### config.mk
export PLATFORM = sky130hd
export DESIGN_NAME = text_view_line_numberer
export DESIGN_NICKNAME = d
export VERILOG_FILES = /design/src/hdl/tvln_pkg.sv /design/src/hdl/tvln_front.sv /design/src/hdl/tvln_fifo.sv /design/src/hdl/tvln_back.sv /design/src/hdl/text_view_line_numberer.sv
export SDC_FILE = /design/constraint.sdc
export NUM_CORES = 1
export LEC_CHECK = 0
export BUFFER_PORTS_ARGS = -buffer_cell sky130_fd_sc_hd__buf_4
export CAP_MARGIN = 20
export CORE_UTILIZATION = 41
export DETAILED_ROUTE_END_ITERATION = 6
export HOLD_SLACK_MARGIN = 0.02
export SLEW_MARGIN = 20
export SYNTH_ARGS = -nofsm -noshare
export SYNTH_HDL_FRONTEND = slang
export SYNTH_SLANG_ARGS = --single-unit
### constraint.sdc
create_clock -name clk -period 5.8 [get_ports clk]
set_input_delay 0.29 -clock clk [delete_from_list [all_inputs] [get_ports clk]]
set_output_delay 0.29 -clock clk [all_outputs]
set_load 0.05 [all_outputs]
### src/hdl/tvln_pkg.sv
// Shared types and constants for the text view line numberer.
// Holds the register map, the queue entry format and the character codes.
// Depends on nothing; the front, back, top level and checker import it.
package tvln_pkg;

	// Default width of the line number field, in decimal digits.
	localparam int DefLineDigits = 6;
	// Entries of the queue between front and back.
	localparam int FifoDepth = 4;
	// Longest displayed form of one input byte ("M-^X").
	localparam int BodyMax = 4;
	localparam int BodyIdxW = $clog2(BodyMax);

	localparam int CfgIndexW = 3;
	localparam int CfgDataW = 1;

	typedef enum logic [CfgIndexW-1:0] {
		REG_NUMBER_ALL       = 3'd0,
		REG_NUMBER_NONBLANK  = 3'd1,
		REG_SQUEEZE_BLANK    = 3'd2,
		REG_SHOW_ENDS        = 3'd3,
		REG_SHOW_TABS        = 3'd4,
		REG_SHOW_NONPRINTING = 3'd5
	} reg_idx_t;

	typedef struct packed {
		logic number_all;
		logic number_nonblank;
		logic squeeze_blank;
		logic show_ends;
		logic show_tabs;
		logic show_nonprinting;
	} cfg_t;

	typedef enum logic [1:0] {
		PFX_NONE,
		PFX_NUMBER,
		PFX_PAD
	} pfx_kind_t;

	// One queue entry without the line number: prefix kind, last body index and
	// body bytes, first body byte in the lowest bits.
	typedef struct packed {
		pfx_kind_t             pfx;
		logic [BodyIdxW-1:0]   last_idx;
		logic [BodyMax*8-1:0]  body;
	} desc_t;

	localparam logic [7:0] CH_TAB    = 8'h09;
	localparam logic [7:0] CH_NL     = 8'h0A;
	localparam logic [7:0] CH_SPACE  = 8'h20;
	localparam logic [7:0] CH_DOLLAR = 8'h24;
	localparam logic [7:0] CH_DASH   = 8'h2D;
	localparam logic [7:0] CH_ZERO   = 8'h30;
	localparam logic [7:0] CH_QUEST  = 8'h3F;
	localparam logic [7:0] CH_CAP_I  = 8'h49;
	localparam logic [7:0] CH_CAP_M  = 8'h4D;
	localparam logic [7:0] CH_CARET  = 8'h5E;
	localparam logic [7:0] CH_DEL    = 8'h7F;
	localparam logic [7:0] CH_CTRL_MAX = 8'h1F;
	localparam logic [7:0] CH_META_LO  = 8'h80;
	localparam logic [7:0] CH_META_HI  = 8'h9F;
	localparam logic [7:0] CARET_OFFSET = 8'h40;

endpackage

### src/hdl/tvln_front.sv
// Front end of the text view line numberer: accepts input words, tracks line
// and blank-run state, keeps the BCD line counter and writes queue entries.
// Depends on tvln_pkg.
module tvln_front #(
	parameter int LINE_DIGITS = tvln_pkg::DefLineDigits
) (
	input  logic                       clk,
	input  logic                       arst_n,
	input  tvln_pkg::cfg_t             cfg,
	input  logic                       s_tvalid,
	output logic                       s_tready,
	input  logic [7:0]                 s_byte,
	input  logic                       s_first,
	input  logic                       q_full,
	output logic                       q_push,
	output tvln_pkg::desc_t            q_desc,
	output logic [LINE_DIGITS*4-1:0]   q_num
);
	import tvln_pkg::*;

	localparam int NumW = LINE_DIGITS * 4;

	logic            prev_nl_q;
	logic [1:0]      blank_run_q;
	logic            drop_q;
	logic [NumW-1:0] bcd_q;

	logic            prev_nl_e, drop_e;
	logic [1:0]      blank_run_e, blank_run_n;
	logic [NumW-1:0] bcd_e;
	logic            is_nl, caret, accept, emit;
	logic            prev_nl_d, drop_d;
	logic [1:0]      blank_run_d;
	logic [NumW-1:0] bcd_d;
	pfx_kind_t       pfx;
	logic [BodyIdxW-1:0]  last_idx;
	logic [BodyMax*8-1:0] body;

	// Increment with saturation at all nines.
	function automatic logic [NumW-1:0] bcd_inc(input logic [NumW-1:0] v);
		logic [NumW-1:0] r;
		logic carry;
		logic nines;
		r = v;
		carry = 1'b1;
		nines = 1'b1;
		for (int i = 0; i < LINE_DIGITS; i++) begin
			if (v[i*4 +: 4] != 4'd9) nines = 1'b0;
		end
		for (int i = 0; i < LINE_DIGITS; i++) begin
			if (carry) begin
				if (v[i*4 +: 4] < 4'd9) begin
					r[i*4 +: 4] = v[i*4 +: 4] + 4'd1;
					carry = 1'b0;
				end else begin
					r[i*4 +: 4] = 4'd0;
				end
			end
		end
		if (nines) r = v;
		return r;
	endfunction

	assign s_tready = !q_full;
	assign accept   = s_tvalid && s_tready;
	assign is_nl    = (s_byte == CH_NL);
	assign caret    = cfg.show_nonprinting || cfg.show_ends || cfg.show_tabs;

	// A new file restarts the state before the byte is looked at.
	always_comb begin
		prev_nl_e   = s_first ? 1'b1 : prev_nl_q;
		blank_run_e = s_first ? 2'd0 : blank_run_q;
		drop_e      = s_first ? 1'b0 : drop_q;
		bcd_e       = s_first ? NumW'(1) : bcd_q;
	end

	assign blank_run_n = (is_nl && prev_nl_e) ?
		((blank_run_e == 2'd3) ? 2'd3 : blank_run_e + 2'd1) : 2'd0;

	always_comb begin
		prev_nl_d   = prev_nl_e;
		blank_run_d = blank_run_e;
		drop_d      = drop_e;
		bcd_d       = bcd_e;
		pfx         = PFX_NONE;
		emit        = 1'b0;
		if (drop_e && is_nl) begin
			emit = 1'b0;
		end else if (cfg.squeeze_blank && blank_run_n > 2'd1) begin
			drop_d      = 1'b1;
			blank_run_d = 2'd0;
		end else begin
			emit        = 1'b1;
			drop_d      = 1'b0;
			blank_run_d = blank_run_n;
			prev_nl_d   = is_nl;
			if (prev_nl_e) begin
				if ((cfg.number_nonblank && blank_run_n == 2'd0) ||
				    (cfg.number_all && !cfg.number_nonblank)) begin
					pfx   = PFX_NUMBER;
					bcd_d = bcd_inc(bcd_e);
				end else if (cfg.number_nonblank && cfg.show_ends) begin
					pfx = PFX_PAD;
				end
			end
		end
	end

	// Displayed form of the byte itself.
	always_comb begin
		body     = '0;
		last_idx = '0;
		priority if (is_nl) begin
			if (cfg.show_ends) begin
				body[15:0] = {CH_NL, CH_DOLLAR};
				last_idx   = BodyIdxW'(1);
			end else begin
				body[7:0] = s_byte;
			end
		end else if (s_byte == CH_TAB) begin
			if (cfg.show_tabs) begin
				body[15:0] = {CH_CAP_I, CH_CARET};
				last_idx   = BodyIdxW'(1);
			end else begin
				body[7:0] = s_byte;
			end
		end else if (caret && s_byte <= CH_CTRL_MAX) begin
			body[15:0] = {s_byte + CARET_OFFSET, CH_CARET};
			last_idx   = BodyIdxW'(1);
		end else if (caret && s_byte == CH_DEL) begin
			body[15:0] = {CH_QUEST, CH_CARET};
			last_idx   = BodyIdxW'(1);
		end else if (caret && s_byte >= CH_META_LO && s_byte <= CH_META_HI) begin
			body[31:0] = {s_byte - CARET_OFFSET, CH_CARET, CH_DASH, CH_CAP_M};
			last_idx   = BodyIdxW'(3);
		end else begin
			body[7:0] = s_byte;
		end
	end

	assign q_push        = accept && emit;
	assign q_desc.pfx    = pfx;
	assign q_desc.last_idx = last_idx;
	assign q_desc.body   = body;
	assign q_num         = bcd_e;

	always_ff @(posedge clk or negedge arst_n) begin
		if (!arst_n) begin
			prev_nl_q   <= 1'b1;
			blank_run_q <= 2'd0;
			drop_q      <= 1'b0;
			bcd_q       <= NumW'(1);
		end else if (accept) begin
			prev_nl_q   <= prev_nl_d;
			blank_run_q <= blank_run_d;
			drop_q      <= drop_d;
			bcd_q       <= bcd_d;
		end
	end

endmodule

### src/hdl/tvln_fifo.sv
// Small register queue between the front and back of the line numberer.
// Generic width and depth; no package types are used.
// Depends on nothing else in the block.
module tvln_fifo #(
	parameter int WIDTH = 8,
	parameter int DEPTH = 4
) (
	input  logic             clk,
	input  logic             arst_n,
	input  logic             push,
	input  logic [WIDTH-1:0] wr_data,
	input  logic             pop,
	output logic [WIDTH-1:0] rd_data,
	output logic             full,
	output logic             empty
);
	localparam int PtrW = (DEPTH > 1) ? $clog2(DEPTH) : 1;
	localparam int CntW = $clog2(DEPTH + 1);
	localparam logic [PtrW-1:0] LastPtr = PtrW'(DEPTH - 1);

	logic [WIDTH-1:0] mem_q [DEPTH];
	logic [PtrW-1:0]  wr_ptr_q, rd_ptr_q;
	logic [CntW-1:0]  count_q;
	logic             do_push, do_pop;

	assign full    = (count_q == CntW'(DEPTH));
	assign empty   = (count_q == '0);
	assign do_push = push && !full;
	assign do_pop  = pop && !empty;
	assign rd_data = mem_q[rd_ptr_q];

	always_ff @(posedge clk) begin
		if (do_push) mem_q[wr_ptr_q] <= wr_data;
	end

	always_ff @(posedge clk or negedge arst_n) begin
		if (!arst_n) begin
			wr_ptr_q <= '0;
			rd_ptr_q <= '0;
			count_q  <= '0;
		end else begin
			if (do_push) wr_ptr_q <= (wr_ptr_q == LastPtr) ? '0 : wr_ptr_q + PtrW'(1);
			if (do_pop)  rd_ptr_q <= (rd_ptr_q == LastPtr) ? '0 : rd_ptr_q + PtrW'(1);
			if (do_push && !do_pop) count_q <= count_q + CntW'(1);
			else if (do_pop && !do_push) count_q <= count_q - CntW'(1);
		end
	end

endmodule

### src/hdl/tvln_back.sv
// Back end of the line numberer: walks the queue head entry (prefix digits
// or pad, tab, body) into the output register, one output byte per cycle
// while the output is not stalled. Depends on tvln_pkg.
module tvln_back #(
	parameter int LINE_DIGITS = tvln_pkg::DefLineDigits
) (
	input  logic                       clk,
	input  logic                       arst_n,
	input  logic                       q_empty,
	input  tvln_pkg::desc_t            q_desc,
	input  logic [LINE_DIGITS*4-1:0]   q_num,
	output logic                       q_pop,
	output logic                       m_tvalid,
	input  logic                       m_tready,
	output logic [7:0]                 m_tdata,
	output logic                       m_tlast
);
	import tvln_pkg::*;

	localparam int PosW = $clog2(LINE_DIGITS + 1 + BodyMax);
	localparam int DigW = (LINE_DIGITS > 1) ? $clog2(LINE_DIGITS) : 1;
	localparam logic [PosW-1:0] PfxLen   = PosW'(LINE_DIGITS + 1);
	localparam logic [PosW-1:0] TabPos   = PosW'(LINE_DIGITS);

	logic [PosW-1:0] pos_q;
	logic            valid_q, last_q;
	logic [7:0]      data_q;

	logic [3:0]      dig  [LINE_DIGITS];
	logic            lead [LINE_DIGITS];
	logic            has_pfx, in_pfx, is_last, load;
	logic [PosW-1:0] body_pos;
	logic [BodyIdxW-1:0] bidx;
	logic [7:0]      cur_byte;

	// Digits most significant first; leading zeros show as spaces.
	always_comb begin
		logic zeros;
		zeros = 1'b1;
		for (int j = 0; j < LINE_DIGITS; j++) begin
			dig[j]  = q_num[(LINE_DIGITS-1-j)*4 +: 4];
			zeros   = zeros && (dig[j] == 4'd0) && (j != LINE_DIGITS - 1);
			lead[j] = zeros;
		end
	end

	assign has_pfx  = (q_desc.pfx != PFX_NONE);
	assign in_pfx   = has_pfx && (pos_q < PfxLen);
	assign body_pos = has_pfx ? (pos_q - PfxLen) : pos_q;
	assign bidx     = body_pos[BodyIdxW-1:0];
	assign is_last  = !in_pfx && (bidx == q_desc.last_idx);

	always_comb begin
		if (in_pfx) begin
			if (pos_q == TabPos) begin
				cur_byte = CH_TAB;
			end else if (q_desc.pfx == PFX_PAD || lead[pos_q[DigW-1:0]]) begin
				cur_byte = CH_SPACE;
			end else begin
				cur_byte = CH_ZERO + {4'd0, dig[pos_q[DigW-1:0]]};
			end
		end else begin
			cur_byte = q_desc.body[bidx*8 +: 8];
		end
	end

	assign load  = !q_empty && (!valid_q || m_tready);
	assign q_pop = load && is_last;

	always_ff @(posedge clk) begin
		if (load) begin
			data_q <= cur_byte;
			last_q <= is_last;
		end
	end

	always_ff @(posedge clk or negedge arst_n) begin
		if (!arst_n) begin
			valid_q <= 1'b0;
			pos_q   <= '0;
		end else begin
			if (load) begin
				valid_q <= 1'b1;
				pos_q   <= is_last ? '0 : pos_q + PosW'(1);
			end else if (m_tready) begin
				valid_q <= 1'b0;
			end
		end
	end

	assign m_tvalid = valid_q;
	assign m_tdata  = data_q;
	assign m_tlast  = last_q;

endmodule

### src/hdl/text_view_line_numberer.sv
// Text view line numberer: a byte stream display filter that adds line
// numbers, end marks and caret notation and squeezes blank runs. One input
// word is taken per clock cycle as long as the internal queue has room; each
// input byte yields from zero up to LINE_DIGITS+5 output words, and the output
// side moves at most one word per cycle. The output byte rate therefore sets
// the sustained pace: a plain byte costs one output word, an expanded byte
// (number prefix, "$", "^X", "M-^X") costs every word that it prints, and
// a four-entry queue between the classifying front and the byte-emitting back
// absorbs those bursts while the input keeps flowing. Input bytes that print
// nothing (squeezed newlines) take no queue slot. There is no clearing pass
// after reset; the input is ready as soon as reset is released.
// Depends on tvln_pkg, tvln_front, tvln_fifo and tvln_back.
module text_view_line_numberer #(
	parameter int LINE_DIGITS = tvln_pkg::DefLineDigits
) (
	input  logic                           clk,
	input  logic                           arst_n,
	// Configuration write port.
	input  logic                           cfg_we,
	input  logic [tvln_pkg::CfgIndexW-1:0] cfg_index,
	input  logic [tvln_pkg::CfgDataW-1:0]  cfg_data,
	// Input stream.
	input  logic                           s_tvalid,
	output logic                           s_tready,
	input  logic [7:0]                     s_tdata,  // [7:0] data_byte
	input  logic                           s_tuser,  // [0] first_of_file
	// Output stream.
	output logic                           m_tvalid,
	input  logic                           m_tready,
	output logic [7:0]                     m_tdata,  // [7:0] out_byte
	output logic                           m_tlast   // last_of_run
);
	import tvln_pkg::*;

	localparam int NumW  = LINE_DIGITS * 4;
	localparam int DescW = $bits(desc_t);

	cfg_t            cfg_q;
	logic            q_push, q_pop, q_full, q_empty;
	desc_t           push_desc, head_desc;
	logic [NumW-1:0] push_num, head_num;
	logic [NumW+DescW-1:0] head_word;

	// Configuration registers; writes to unused indexes fall through.
	always_ff @(posedge clk or negedge arst_n) begin
		if (!arst_n) begin
			cfg_q <= '0;
		end else if (cfg_we) begin
			unique case (cfg_index)
				REG_NUMBER_ALL:       cfg_q.number_all       <= cfg_data[0];
				REG_NUMBER_NONBLANK:  cfg_q.number_nonblank  <= cfg_data[0];
				REG_SQUEEZE_BLANK:    cfg_q.squeeze_blank    <= cfg_data[0];
				REG_SHOW_ENDS:        cfg_q.show_ends        <= cfg_data[0];
				REG_SHOW_TABS:        cfg_q.show_tabs        <= cfg_data[0];
				REG_SHOW_NONPRINTING: cfg_q.show_nonprinting <= cfg_data[0];
				default: ;
			endcase
		end
	end

	// The front decides what a byte prints and snapshots the line number
	// that goes with it, so the counter can move on before the back is done.
	tvln_front #(
		.LINE_DIGITS(LINE_DIGITS)
	) u_front (
		.clk      (clk),
		.arst_n   (arst_n),
		.cfg      (cfg_q),
		.s_tvalid (s_tvalid),
		.s_tready (s_tready),
		.s_byte   (s_tdata),
		.s_first  (s_tuser),
		.q_full   (q_full),
		.q_push   (q_push),
		.q_desc   (push_desc),
		.q_num    (push_num)
	);

	tvln_fifo #(
		.WIDTH(NumW + DescW),
		.DEPTH(FifoDepth)
	) u_fifo (
		.clk     (clk),
		.arst_n  (arst_n),
		.push    (q_push),
		.wr_data ({push_num, push_desc}),
		.pop     (q_pop),
		.rd_data (head_word),
		.full    (q_full),
		.empty   (q_empty)
	);

	assign head_desc = head_word[DescW-1:0];
	assign head_num  = head_word[NumW+DescW-1:DescW];

	// The back spells out the head entry, one byte per accepted output word.
	tvln_back #(
		.LINE_DIGITS(LINE_DIGITS)
	) u_back (
		.clk      (clk),
		.arst_n   (arst_n),
		.q_empty  (q_empty),
		.q_desc   (head_desc),
		.q_num    (head_num),
		.q_pop    (q_pop),
		.m_tvalid (m_tvalid),
		.m_tready (m_tready),
		.m_tdata  (m_tdata),
		.m_tlast  (m_tlast)
	);

endmodule

==> impl_metrics.toml <==
[die]
die_y_um = 174
dieArea_um2 = 30100
fp.coreArea_um2 = 28900
rows = 62
die_w_um = 174
io_pins = 29
start_util_pct = 41.8

[clock_network]
root_buffer = "clkbuf_16"
clk_latency_ns = 0.54
clkSlewWorstSetupHoldPaths_ns = 0.06
clkSinkCount = 263
cts.path.max_buffers = 3
h-tree-depth = 1
post_cts_resized = 0
cts_tree = "built"
cts_buffers = 28
cts_setup_buffers = 0

[final_layout]
final_layout_size_suffix_gt1_share_pct = 17.1
area.sequential_um2 = 7670
num_antenna_cells = 0
fillers = 2541
fin_cells = 1272
areaGrowthSynthToFinish_pct = 12.6
multi_input_area_um2 = 4110
nets = 916

[sta]
fin_crit_ns = 3.73
setup_viol = 0
grt_setup_unrepaired = "no"
setup-tns-final_ns = 0
drv_slew = 0
slew_headroom_pct = 29.4
finalCritPeriodShare_pct = 64.3
whs_ns = 0.146
max_freq_mhz = 268
hold_viol = 0
finalClockSkew_ns = 0.0117
worst_slew_pin_slew_ns = 1.06

[routing]
routed_via_density = 5.60
num_vias = 7123
first_pass_iters = 5
wl_per_cell_um = 20.7
antenna_left = 0
routed_wl_um = 26400
drtIter0Drc = 596
drc = 0

[synth]
synth_edf_count = 217
ys_ff_latch = 263
synth_nets = 876
synth.largest_area_cell = "edfxtp_1"
yosysSeqAreaShare_pct = 63.6
ys_async_sr_fraction_pct = 17.5
synth_area_leaders = "edfxtp_1, mux4_2, dfrtp_1"
yosys_warnings = 0
synthCells = 826
netlist.area_leader.share_pct = 54.0
syn_area_um2 = 12100
yosys_most_used_dff = "edfxtp_1"
synth_cell_types = 76
synth.avg_cell_area_um2 = 14.6

[min_path]
min_from = "cfg_index[0]"
hold_path_class = "primary input to register"
holdPathStages = 3
holdPathEnd = "cfg_q[0]$_DFFE_PN0P_"

[setup_path]
cpLargestDelayFamily = "multiplexers"
end_kind = "register"
path_class = "register to register"
reg2reg_slack_ns = 2.07
max_stage_delay_ns = 0.90
timing.critical_path.slowest_stage_cell = "dfrtp_2"
reg2reg_depth = 9
reg2reg_to = "u_fifo.count_q[1]$_DFFE_PN0P_"
crit_buf_inv = 1
path_max_fanout = 26
crit_required_ns = 6.23
cp-start-kind = "register"
timing.rr.start = "u_fifo.rd_ptr_q[0]$_DFFE_PN0P_"
cp.arrival_ns = 4.15
cp_cell_sequence = "mux4_2, or2_1, a21o_1, xor2_1, nand4_1, ha_1, inv_1, fa_1, mux2_2"

[power_and_ir_drop]
p_int_mw = 4.42
leakagePower_nw = 4.78
power.density_nw_per_um2 = 488
seqPwrFrac_pct = 42.4
power_frac_clock_pct = 25.5
peakVddDrop_mv = 0.230
swShare_pct = 33.3
power_mw = 6.63
p_sw_mw = 2.21
combinationalPowerShare_pct = 32.0

[grt]
grt_overflow = 0
grt_pass1_vias = 7111
grt_pass1_wl_um = 41600
grt_start_max_net_pins = 47
antenna_found_initial = 0
grtUsageTotal_pct = 17.9

[place]
io_buffers = 28
dp_cells = 1217
hpwl_um = 17700
routabilityCongestion = 0.850

[outcome]
outcome = "complete, no violations"

[flow_run]
maxCapViolations = 0
==> per-stage QoR <==
| stage | cell area (um2) | util, % | setup WS, ns |
|---|---|---|---|
| after floorplan | 12100 | - | 2.65 |
| after global placement | 12700 | 43.9 | 2.07 |
| after detailed placement | 12700 | 43.9 | 2.02 |
| after CTS | 13600 | 47.1 | 2.01 |
| after global routing | 13600 | 47.1 | 1.81 |
| final | 13600 | 47.1 | 2.07 |
==> cell type report <==
class,count,share of cell area (%)
Timing Repair Buffer,40,2.27
Clock buffer,40,5.79
Sequential cell,263,56.5
Inverter,38,1.05
Tap cell,384,3.54
Clock inverter,12,0.645
Multi-Input combinational cell,495,30.2
==> tightest hold or removal path: stages <==
cell      delay (ns)
buf_4           0.13
nand4b_1        0.09
mux2_2          0.14
==> cell families after synthesis <==
logic type,Yosys count,share of synthesized area (%)
compound gates,148,8.26
flops,263,63.6
fa+ha+maj,32,3.38
simple gates,230,9.84
xor+xnor,9,0.653
mux,76,11.9
buf+inv,68,2.42
==> cells in the final DEF (no fill, tap or decap), types with 6 or more instances in the layout <==
cell,instances
a21oi_1,31
ha_1,31
nand3_1,25
nand2_1,65
a21o_1,7
mux4_2,50
inv_1,36
buf_4,37
clkbuf_16,29
nor2_1,39
clkbuf_1,9
mux2i_1,13
nor2b_1,15
nand2b_1,9
o22ai_1,6
mux2_2,11
dfrtp_1,42
xnor2_1,6
a32o_1,6
a31oi_1,11
edfxtp_1,217
nor3_1,18
o21ai_0,28
and2_1,10
==> sequential cells by signal (all words and copies together), names as in the netlist, 2 cells and up <==
register and count:
cfg_q 6, u_back.m_tdata 8, u_back.pos_q 4, u_fifo.count_q 3
u_fifo.mem_q 208, u_fifo.rd_ptr_q 2, u_fifo.wr_ptr_q 2, u_front.bcd_q 24
u_front.blank_run_q 2
==> Yosys cell counts, types with 9 or more instances <==
master,number
edfxtp_1,217
nand2_1,65
mux4_2,50
dfrtp_1,44
nor2_1,39
inv_1,36
a21oi_1,31
ha_1,31
o21ai_0,28
nand3_1,25
nor3_1,18
clkbuf_1,16
nor2b_1,15
and2_1,14
mux2i_1,13
a31oi_1,11
mux2_2,11
nand2b_1,9
==> worst max-delay path by stage <==
| stage | from | endpoint | slack [ns] | cells past startpoint |
|---|---|---|---|---|
| global route | u_fifo.rd_ptr_q[0]$_DFFE_PN0P_ | u_fifo.count_q[1]$_DFFE_PN0P_ | 1.81 | 9 |
| detailed placement | u_fifo.rd_ptr_q[0]$_DFFE_PN0P_ | u_fifo.count_q[1]$_DFFE_PN0P_ | 2.02 | 9 |
| CTS | u_fifo.rd_ptr_q[0]$_DFFE_PN0P_ | u_fifo.count_q[1]$_DFFE_PN0P_ | 2.01 | 9 |
| floorplan | s_tuser | u_front.bcd_q[6]$_DFFE_PN0P_ | 2.65 | 15 |
| finish | u_fifo.rd_ptr_q[0]$_DFFE_PN0P_ | u_fifo.count_q[1]$_DFFE_PN0P_ | 2.07 | 9 |
| global placement | u_fifo.rd_ptr_q[0]$_DFFE_PN0P_ | u_fifo.count_q[1]$_DFFE_PN0P_ | 2.07 | 9 |
==> repair_timing <==
action | in CTS | in global routing
endpoints found under the hold margin | 49 | 0
endpoints found under the setup margin | 0 | 0
hold buffers | 3 | 0
==> power groups by stage <==
stage	Clock, mW	Sequential [mW]	Combinational [mW]
2_1_floorplan	0	2.83	1.53
6_report	1.69	2.81	2.12
3_5_place_dp	0	2.86	2.14
3_3_place_gp	0	2.85	2.13
5_1_grt	1.80	2.87	2.32
4_1_cts	1.73	2.82	2.15
==> routing by layer <==
layer  vias up  global-route usage (%)  routed length (um)
met3        31                    2.98                1320
met4         0                    4.02                 430
met5         -                       0                   0
met2       158                    27.4               11800
met1      3616                    26.7               12800
li1       3318                       -                   -
Power figures use the tool's default switching activity.
